**src/mtc_pkg.sv**
```systemverilog
// Shared types and constants for the millisecond tick clock with calendar readout.
`timescale 1ns / 1ps
`default_nettype none

package mtc_pkg;

    // Command codes carried in the cmd field of an input beat.
    localparam logic CmdTick = 1'b0;
    localparam logic CmdLoad = 1'b1;

    // Milliseconds per second; the residue counter runs from 0 to MsPerSec - 1.
    localparam int unsigned MsPerSec = 1000;
    localparam int unsigned MsResW   = $clog2(MsPerSec);

    typedef struct packed {
        logic        cmd;
        logic [31:0] new_seconds;
    } t_in_beat;

    typedef struct packed {
        logic [31:0] milli_count;
        logic [31:0] epoch_seconds;
        logic [5:0]  sec_of_minute;
        logic [5:0]  min_of_hour;
        logic [4:0]  hour_of_day;
        logic [2:0]  weekday;
        logic [11:0] cal_year;
        logic [3:0]  cal_month;
        logic [4:0]  cal_day;
    } t_out_beat;

    // Broken-down time produced by the converter.
    typedef struct packed {
        logic [5:0]  sec_of_minute;
        logic [5:0]  min_of_hour;
        logic [4:0]  hour_of_day;
        logic [2:0]  weekday;
        logic [11:0] cal_year;
        logic [3:0]  cal_month;
        logic [4:0]  cal_day;
    } t_cal;

    // Converter status towards the top level.
    typedef struct packed {
        logic busy;
        logic done;
    } t_conv_stat;

endpackage

`default_nettype wire

```
**src/mtc_conv.sv**
```systemverilog
// Iterative seconds-to-calendar converter built around one compare-and-subtract unit.
`timescale 1ns / 1ps
`default_nettype none

module mtc_conv (
    input  wire logic               i_clk,
    input  wire logic               i_rst_n,
    input  wire logic               i_start,
    input  wire logic [31:0]        i_secs,
    input  wire logic               i_ack,
    output mtc_pkg::t_conv_stat     o_stat,
    output mtc_pkg::t_cal           o_cal
);

    typedef enum logic [3:0] {
        S_IDLE,
        S_DAY,
        S_HOUR,
        S_MIN,
        S_WDAY,
        S_QUAD,
        S_YEAR,
        S_MONTH,
        S_DONE
    } t_state;

    localparam logic [31:0] SecsPerDay   = 32'd86400;
    localparam logic [31:0] SecsPerHour  = 32'd3600;
    localparam logic [31:0] SecsPerMin   = 32'd60;
    localparam logic [31:0] DaysPerWeek  = 32'd7;
    localparam logic [31:0] QuadLong     = 32'd1461;
    localparam logic [31:0] QuadShort    = 32'd1460;
    localparam logic [31:0] YearLong     = 32'd366;
    localparam logic [31:0] YearShort    = 32'd365;
    localparam logic [31:0] EpochWeekday = 32'd4;
    localparam logic [11:0] EpochYear    = 12'd1970;
    localparam logic [11:0] ShortQuadYr  = 12'd2098;
    localparam logic [11:0] NoLeapYear   = 12'd2100;
    localparam logic [3:0]  MonthFeb     = 4'd1;
    localparam logic [3:0]  MonthDec     = 4'd11;
    localparam logic [4:0]  FebLeapLen   = 5'd29;
    localparam logic [4:0]  MonthLen [12] = '{
        5'd31, 5'd28, 5'd31, 5'd30, 5'd31, 5'd30,
        5'd31, 5'd31, 5'd30, 5'd31, 5'd30, 5'd31
    };

    t_state        r_state;
    logic [31:0]   r_acc;
    logic [3:0]    r_k;
    logic [15:0]   r_days;
    logic [11:0]   r_year;
    logic [3:0]    r_month;
    mtc_pkg::t_cal r_cal;

    logic [31:0]   n_sub;
    logic          n_ge;
    logic [31:0]   n_step;
    logic          n_leap;
    logic [4:0]    n_mlen;

    // Leap years within 1970..2106: every fourth year except 2100.
    assign n_leap = (r_year[1:0] == 2'd0) && (r_year != NoLeapYear);
    assign n_mlen = ((r_month == MonthFeb) && n_leap) ? FebLeapLen : MonthLen[r_month];

    always_comb begin
        case (r_state)
            S_DAY:   n_sub = SecsPerDay << r_k;
            S_HOUR:  n_sub = SecsPerHour << r_k;
            S_MIN:   n_sub = SecsPerMin << r_k;
            S_WDAY:  n_sub = DaysPerWeek << r_k;
            S_QUAD:  n_sub = (r_year == ShortQuadYr) ? QuadShort : QuadLong;
            S_YEAR:  n_sub = n_leap ? YearLong : YearShort;
            S_MONTH: n_sub = {27'd0, n_mlen};
            default: n_sub = '0;
        endcase
    end

    // The shared compare-and-subtract unit.
    assign n_ge   = (r_acc >= n_sub);
    assign n_step = n_ge ? (r_acc - n_sub) : r_acc;

    always_ff @(posedge i_clk) begin
        if (!i_rst_n) begin
            r_state <= S_IDLE;
        end else begin
            case (r_state)
                S_IDLE: begin
                    if (i_start) begin
                        r_acc   <= i_secs;
                        r_k     <= 4'd15;
                        r_state <= S_DAY;
                    end
                end
                S_DAY: begin
                    r_acc       <= n_step;
                    r_days[r_k] <= n_ge;
                    if (r_k == 4'd0) begin
                        r_k     <= 4'd4;
                        r_state <= S_HOUR;
                    end else begin
                        r_k <= r_k - 4'd1;
                    end
                end
                S_HOUR: begin
                    r_acc                        <= n_step;
                    r_cal.hour_of_day[r_k[2:0]] <= n_ge;
                    if (r_k == 4'd0) begin
                        r_k     <= 4'd5;
                        r_state <= S_MIN;
                    end else begin
                        r_k <= r_k - 4'd1;
                    end
                end
                S_MIN: begin
                    r_cal.min_of_hour[r_k[2:0]] <= n_ge;
                    if (r_k == 4'd0) begin
                        r_cal.sec_of_minute <= n_step[5:0];
                        r_acc               <= {16'd0, r_days} + EpochWeekday;
                        r_k                 <= 4'd13;
                        r_state             <= S_WDAY;
                    end else begin
                        r_acc <= n_step;
                        r_k   <= r_k - 4'd1;
                    end
                end
                S_WDAY: begin
                    if (r_k == 4'd0) begin
                        r_cal.weekday <= n_step[2:0];
                        r_acc         <= {16'd0, r_days};
                        r_year        <= EpochYear;
                        r_state       <= S_QUAD;
                    end else begin
                        r_acc <= n_step;
                        r_k   <= r_k - 4'd1;
                    end
                end
                S_QUAD: begin
                    if (n_ge) begin
                        r_acc  <= n_step;
                        r_year <= r_year + 12'd4;
                    end else begin
                        r_state <= S_YEAR;
                    end
                end
                S_YEAR: begin
                    if (n_ge) begin
                        r_acc  <= n_step;
                        r_year <= r_year + 12'd1;
                    end else begin
                        r_month <= 4'd0;
                        r_state <= S_MONTH;
                    end
                end
                S_MONTH: begin
                    if (n_ge && (r_month != MonthDec)) begin
                        r_acc   <= n_step;
                        r_month <= r_month + 4'd1;
                    end else begin
                        r_cal.cal_year  <= r_year;
                        r_cal.cal_month <= r_month + 4'd1;
                        r_cal.cal_day   <= r_acc[4:0] + 5'd1;
                        r_state         <= S_DONE;
                    end
                end
                S_DONE: begin
                    if (i_ack) begin
                        r_state <= S_IDLE;
                    end
                end
                default: begin
                    r_state <= S_IDLE;
                end
            endcase
        end
    end

    assign o_stat.busy = (r_state != S_IDLE);
    assign o_stat.done = (r_state == S_DONE);
    assign o_cal       = r_cal;

endmodule

`default_nettype wire

```
**src/ms_tick_clock_with_calendar.sv**
```systemverilog
// Top level of the millisecond tick clock with Gregorian calendar readout.
`timescale 1ns / 1ps
`default_nettype none

// The block keeps a wrapping 32-bit millisecond count and a wrapping 32-bit
// count of seconds since 1970-01-01 00:00:00, both zero after reset. A tick
// beat adds one millisecond, and each time the new millisecond count is a
// multiple of 1000 (including the wrap to zero) the seconds count advances as
// well; a load beat replaces the seconds count and leaves the milliseconds
// alone. Every input beat yields exactly one output beat with both counts and
// the seconds count broken down into time of day, weekday and an exact
// Gregorian date (with the century rule, so 2100 is not a leap year). One
// beat is handled at a time: a single 32-bit compare-and-subtract unit is
// stepped through the day, hour, minute and weekday divisions (41 steps) and
// then through four-year, year and month subtractions whose number depends
// on the date. The input stalls from acceptance until the result has moved
// into the output register; the next beat may then be accepted while that
// result still waits to be taken.

module ms_tick_clock_with_calendar (
    input  wire logic               i_clk,
    input  wire logic               i_rst_n,
    input  wire logic               i_in_valid,
    output      logic               o_in_stall,
    input  wire mtc_pkg::t_in_beat  i_in,
    output      logic               o_out_valid,
    input  wire logic               i_out_stall,
    output      mtc_pkg::t_out_beat o_out
);

    localparam logic [mtc_pkg::MsResW-1:0] MsResLast = mtc_pkg::MsResW'(mtc_pkg::MsPerSec - 1);

    // Clock state. The residue counter tracks the millisecond count modulo
    // 1000, so the seconds carry needs no divider.
    logic [31:0]                 r_ms;
    logic [31:0]                 r_secs;
    logic [mtc_pkg::MsResW-1:0]  r_ms_res;

    logic [31:0]                 n_ms;
    logic [31:0]                 n_secs;
    logic [mtc_pkg::MsResW-1:0]  n_ms_res;

    logic                        r_out_valid;
    mtc_pkg::t_out_beat          r_out;

    mtc_pkg::t_conv_stat         conv_stat;
    mtc_pkg::t_cal               conv_cal;
    logic                        in_take;
    logic                        conv_ack;

    assign o_in_stall = conv_stat.busy;
    assign in_take    = i_in_valid && !conv_stat.busy;

    // The finished conversion moves to the output register when that register
    // is empty or is being emptied in the same cycle.
    assign conv_ack = conv_stat.done && (!r_out_valid || !i_out_stall);

    // Next values of the counters for the beat being accepted.
    always_comb begin
        n_ms     = r_ms;
        n_secs   = r_secs;
        n_ms_res = r_ms_res;
        if (i_in.cmd == mtc_pkg::CmdTick) begin
            n_ms = r_ms + 32'd1;
            // The wrap from all ones to zero lands on a multiple of 1000.
            if ((r_ms == '1) || (r_ms_res == MsResLast)) begin
                n_ms_res = '0;
                n_secs   = r_secs + 32'd1;
            end else begin
                n_ms_res = r_ms_res + mtc_pkg::MsResW'(1);
            end
        end else begin
            n_secs = i_in.new_seconds;
        end
    end

    always_ff @(posedge i_clk) begin
        if (!i_rst_n) begin
            r_ms        <= '0;
            r_secs      <= '0;
            r_ms_res    <= '0;
            r_out_valid <= 1'b0;
        end else begin
            if (in_take) begin
                r_ms     <= n_ms;
                r_secs   <= n_secs;
                r_ms_res <= n_ms_res;
            end
            // The counters stay put while the converter is busy, so they still
            // belong to the beat whose result is being handed over.
            if (conv_ack) begin
                r_out_valid <= 1'b1;
            end else if (!i_out_stall) begin
                r_out_valid <= 1'b0;
            end
        end
    end

    always_ff @(posedge i_clk) begin
        if (conv_ack) begin
            r_out.milli_count   <= r_ms;
            r_out.epoch_seconds <= r_secs;
            r_out.sec_of_minute <= conv_cal.sec_of_minute;
            r_out.min_of_hour   <= conv_cal.min_of_hour;
            r_out.hour_of_day   <= conv_cal.hour_of_day;
            r_out.weekday       <= conv_cal.weekday;
            r_out.cal_year      <= conv_cal.cal_year;
            r_out.cal_month     <= conv_cal.cal_month;
            r_out.cal_day       <= conv_cal.cal_day;
        end
    end

    mtc_conv u_conv (
        .i_clk   (i_clk),
        .i_rst_n (i_rst_n),
        .i_start (in_take),
        .i_secs  (n_secs),
        .i_ack   (conv_ack),
        .o_stat  (conv_stat),
        .o_cal   (conv_cal)
    );

    assign o_out_valid = r_out_valid;
    assign o_out       = r_out;

endmodule

`default_nettype wire
```
**config.mk**
```make
export PLATFORM = sky130hd
export DESIGN_NAME = ms_tick_clock_with_calendar
export DESIGN_NICKNAME = d
export VERILOG_FILES = /design/src/mtc_pkg.sv /design/src/mtc_conv.sv /design/src/ms_tick_clock_with_calendar.sv
export SDC_FILE = /design/constraint.sdc
export NUM_CORES = 1
export LEC_CHECK = 0
export BUFFER_PORTS_ARGS = -buffer_cell sky130_fd_sc_hd__buf_2
export CORE_ASPECT_RATIO = 1.1
export CORE_MARGIN = 2
export CORE_UTILIZATION = 50
export CTS_CLUSTER_DIAMETER = 30
export CTS_CLUSTER_SIZE = 30
export DETAILED_ROUTE_END_ITERATION = 8
export PLACE_DENSITY = 0.69
export SYNTH_ARGS = -nofsm -noshare
export SYNTH_HDL_FRONTEND = slang
export SYNTH_SLANG_ARGS = --single-unit
```
**constraint.sdc**
```tcl
create_clock -name i_clk -period 7.17 [get_ports i_clk]
set_input_delay 0.717 -clock i_clk [delete_from_list [all_inputs] [get_ports i_clk]]
set_output_delay 0.717 -clock i_clk [all_outputs]
set_load 0.005 [all_outputs]
```
==> implementation parameters <==
Parameter                              Value

Route
  Antenna viol nets, final    0
  Initial detailed-routing violation count    about 1100
  Post-route DRC    0
  First-pass detailed-route iteration total    6
  Wire length per cell after detailed routing    20.0 µm
  Final wirelength    approximately 45000 µm
  Via total after detailed routing    around 13000
  Vias per cell    ~6.0

Power and ir drop
  Clock group share of total power    0.357
  Net switching component of the power    2.70 mW
  Power Dens Cells    382 nW/µm²
  Comb power frac    0.340
  Switching part of the total    0.366
  Worst supply voltage drop on vdd    229 µV
  Seq pwr share    0.303
  Internal power consumption    4.67 mW
  Leakage Power    slightly above 7 nW

Critical path
  Critical path cell sequence    or4b_2 > nand2_1 > nor2_1 > a21oi_1 > a21oi_1 > nand2_1 > o21ai_0 > nand2_1 > ha_1 > nand2_1 > o221ai_1 > a221oi_1 > o211ai_1 > a31oi_4 > buf_4 > a211oi_1 > a21oi_1 > nor2_1
  Required time of the critical path    7350 ps
  CP Capture Type    register
  Worst path buffer plus inverter count    1
  Slowest cell delay on critical path    slightly below 900 ps
  Arrival time at the worst endpoint    roughly 6200 ps
  Worst Path Max Fanout    41
  Slowest CP cell    dfxtp_1
  Critical path class    register to register
  Cell class contributing the biggest share of worst-path delay    simple AND/OR/NAND/NOR gates
  Category of the worst setup path launch point    register
  Top cell by count, worst path    nand2_1

Floorplanning
  Total number of placement rows    69
  Starting utilization of the core area    0.507
  Die Footprint    34200 µm²
  Vertical die dimension    194 µm
  CORE AREA    roughly 32000 µm²
  Chip width    between 150 and 200 µm
  Number of top-level pins    144

Timing
  Post-route setup slack    roughly 1100 ps
  Setup_tns    0 ps
  Count of final max-slew check failures    0
  Rel. slew slack    0.318
  Unrepaired setup endpoints after global routing    no
  Final setup skew    28.2 ps
  Final period util    0.845
  Time the final worst path needs with I/O delays and setup    around 6100 ps
  Maximum frequency from static timing analysis    165 MHz
  Setup violation total in the final timing report    0
  Number of hold violations in the final report    0
  Worst-margin pin slew    1020 ps

Placement
  Minimum setup slack after placement    around 1200 ps
  Total placed cells including tap cells    2160
  IO Port Bufs    143
  Post-detailed-placement half-perimeter wirelength    32200 µm
  GPL Wtd Cong    0.963

Synthesis
  Number of nets produced by synthesis    between 1500 and 2000
  Cell count after synthesis    1676
  Sequential fraction of the synthesis area    0.489
  Avg Inst Size Synth    9.77 µm²
  Prevailing post-synth register cell    edfxtp_1
  Count of different cell masters after synthesis    89
  Post-synthesis instance area    16400 µm²
  Yosys warning total    0
  Number of synthesized flops with an enable pin    approximately 210
  Proportion of register bits with asynchronous set or reset after synthesis    0
  Synth Register Bits    293

Cells and area
  Flip-flop and latch area    8010 µm²
  Net total in the final layout    around 1900
  Multi-input combinational cell area    around 7900 µm²
  Filler-free cell count of the finished design    2262
  Filler instances    2728
  Fraction of the core area covered by cells at the end of the flow    0.597
  Layout Area Growth over Synthesis    17.8%
  Share of cells above drive strength 1    0.166
  Ant diodes    0

Global routing
  Number of global-route vias before repair    12800
  Maximum number of pins on one net before global-route repair    105
  Total congestion overflow after global routing    0
  Global-route wire length before repair    71200 µm
  Initial antenna violation count    0
  Gr usage total    0.262

Status
  Status    finished, final reports clean

Clock tree
  Root buffer selected by CTS    clkbuf_16
  Hold-fix buffer count after cts    0
  CTS buffer count    54
  Clock latency at the later pin of the worst-skew pair    580 ps
  # clock sinks    293
  Clock tree from TritonCTS    built
  Clock slew at reported path FFs    50 ps
  Resize count post-CTS    0
  Maximum root-to-sink buffer count    3
  H-tree depth    2
  Setup Buffers After CTS    0

Min path
  Class of the tightest hold or removal check    register to register

Flow run
  Max_cap viols    0
==> cell families after synthesis <==
logic type | count (synthesis) | synth area share
compound gates | 441 | 0.178
mux | 20 | 0.0128
fa+ha+maj | 52 | 0.0400
simple gates | 634 | 0.192
buf+inv | 133 | 0.0326
flops | 293 | 0.489
xor+xnor | 103 | 0.0551
==> synth_stat cells, drive strengths merged (43+ instances only) <==
| cell | count | share of area |
|---|---|---|
| a21oi | 84 | 0.026 |
| ha | 50 | 0.038 |
| edfxtp | 214 | 0.39 |
| clkbuf | 82 | 0.019 |
| nand2 | 193 | 0.045 |
| nand3 | 71 | 0.022 |
| o21ai | 113 | 0.035 |
| dfxtp | 79 | 0.097 |
| nor2 | 139 | 0.033 |
| and2 | 43 | 0.016 |
| xnor2 | 63 | 0.034 |
==> path summary, 6_finish.rpt <==
| path | startpoint | endpoint | slack, ps | depth (start not counted) |
|---|---|---|---|---|
| hold reg to reg | u_conv.o_cal[27] | o_out[27] | 420 | 0 |
| setup reg to reg | u_conv.r_state[0] | u_conv.r_year[8] | 1110 | 18 |
| setup / recovery | u_conv.r_state[0] | u_conv.r_year[8] | 1110 | 18 |
| hold / removal | u_conv.o_cal[27] | o_out[27] | 420 | 0 |
==> worst reg2reg max path: cells and delay by family, from the launching register on <==
| kind | cells | cell delay (ps) |
|---|---|---|
| AOI/OAI and AO/OA | 9 | 1940 |
| adders and majority gates | 1 | 440 |
| and+or+nand+nor | 7 | 2120 |
| DFF | 1 | 890 |
| buffers and inverters | 1 | 280 |
==> placed cells by master, fill, tap and decap left out, types with 16 or more instances in the layout <==
master	Yosys	layout
a21boi_0	17	17
a21o_1	23	23
a21oi_1	84	82
a22oi_1	24	24
a31oi_1	19	19
and2_1	42	42
and3_1	30	30
buf_2	10	143
buf_4	2	16
clkbuf_16	0	56
dfxtp_1	79	79
edfxtp_1	214	214
ha_1	50	50
inv_1	28	28
nand2_1	192	192
nand2b_1	16	16
nand3_1	70	70
nand4_1	20	20
nor2_1	138	137
nor2b_1	27	27
nor3_1	33	32
o211ai_1	19	19
o21a_1	18	18
o21ai_0	107	107
o31ai_1	16	16
xnor2_1	63	63
xor2_1	40	40
==> metal layers <==
layer | vias to the layer above | GRT usage | wire length (µm)
met1 | 6486 | 0.341 | 18800
met2 | 472 | 0.452 | 22700
li1 | 6441 | - | -
met3 | 85 | 0.0314 | 2440
met5 | - | 0 | 0
met4 | 0 | 0.0897 | 1310
==> through the flow <==
stage	cell area (µm²)	total power [mW]	hold WS [ps]
floorplan	16400	4.04	400
global placement	17400	4.71	401
detailed placement	17400	4.73	405
CTS	19300	7.38	416
global route	19300	7.74	424
finish	19300	7.37	415
==> sequential cells by signal, summed over array words and instances, names as in the netlist <==
| signal | cells |
|---|---|
| o_out | 105 |
| u_conv.r_month | 4 |
| o_out_valid | 1 |
| u_conv.r_days | 16 |
| u_conv.r_state | 4 |
| u_conv.o_cal | 41 |
| u_conv.r_acc | 32 |
| r_ms | 32 |
| r_secs | 32 |
| u_conv.r_k | 4 |
| r_ms_res | 10 |
| u_conv.r_year | 12 |
==> power groups by stage <==
stage          clock, mW  combinational (mW)  sequential, mW
2_1_floorplan          0                1.89            2.15
6_report            2.63                2.50            2.23
5_1_grt             2.75                2.75            2.24
3_5_place_dp           0                2.47            2.26
3_3_place_gp           0                2.45            2.26
4_1_cts             2.67                2.49            2.23
==> cell type report <==
class | count | share of cell area
Clock buffer | 61 | 0.0741
Clock inverter | 41 | 0.0261
Inverter | 32 | 0.00623
Multi-Input combinational cell | 1250 | 0.407
Sequential cell | 293 | 0.415
Tap cell | 426 | 0.0276
Timing Repair Buffer | 159 | 0.0433
Power figures use the tool's default switching activity.
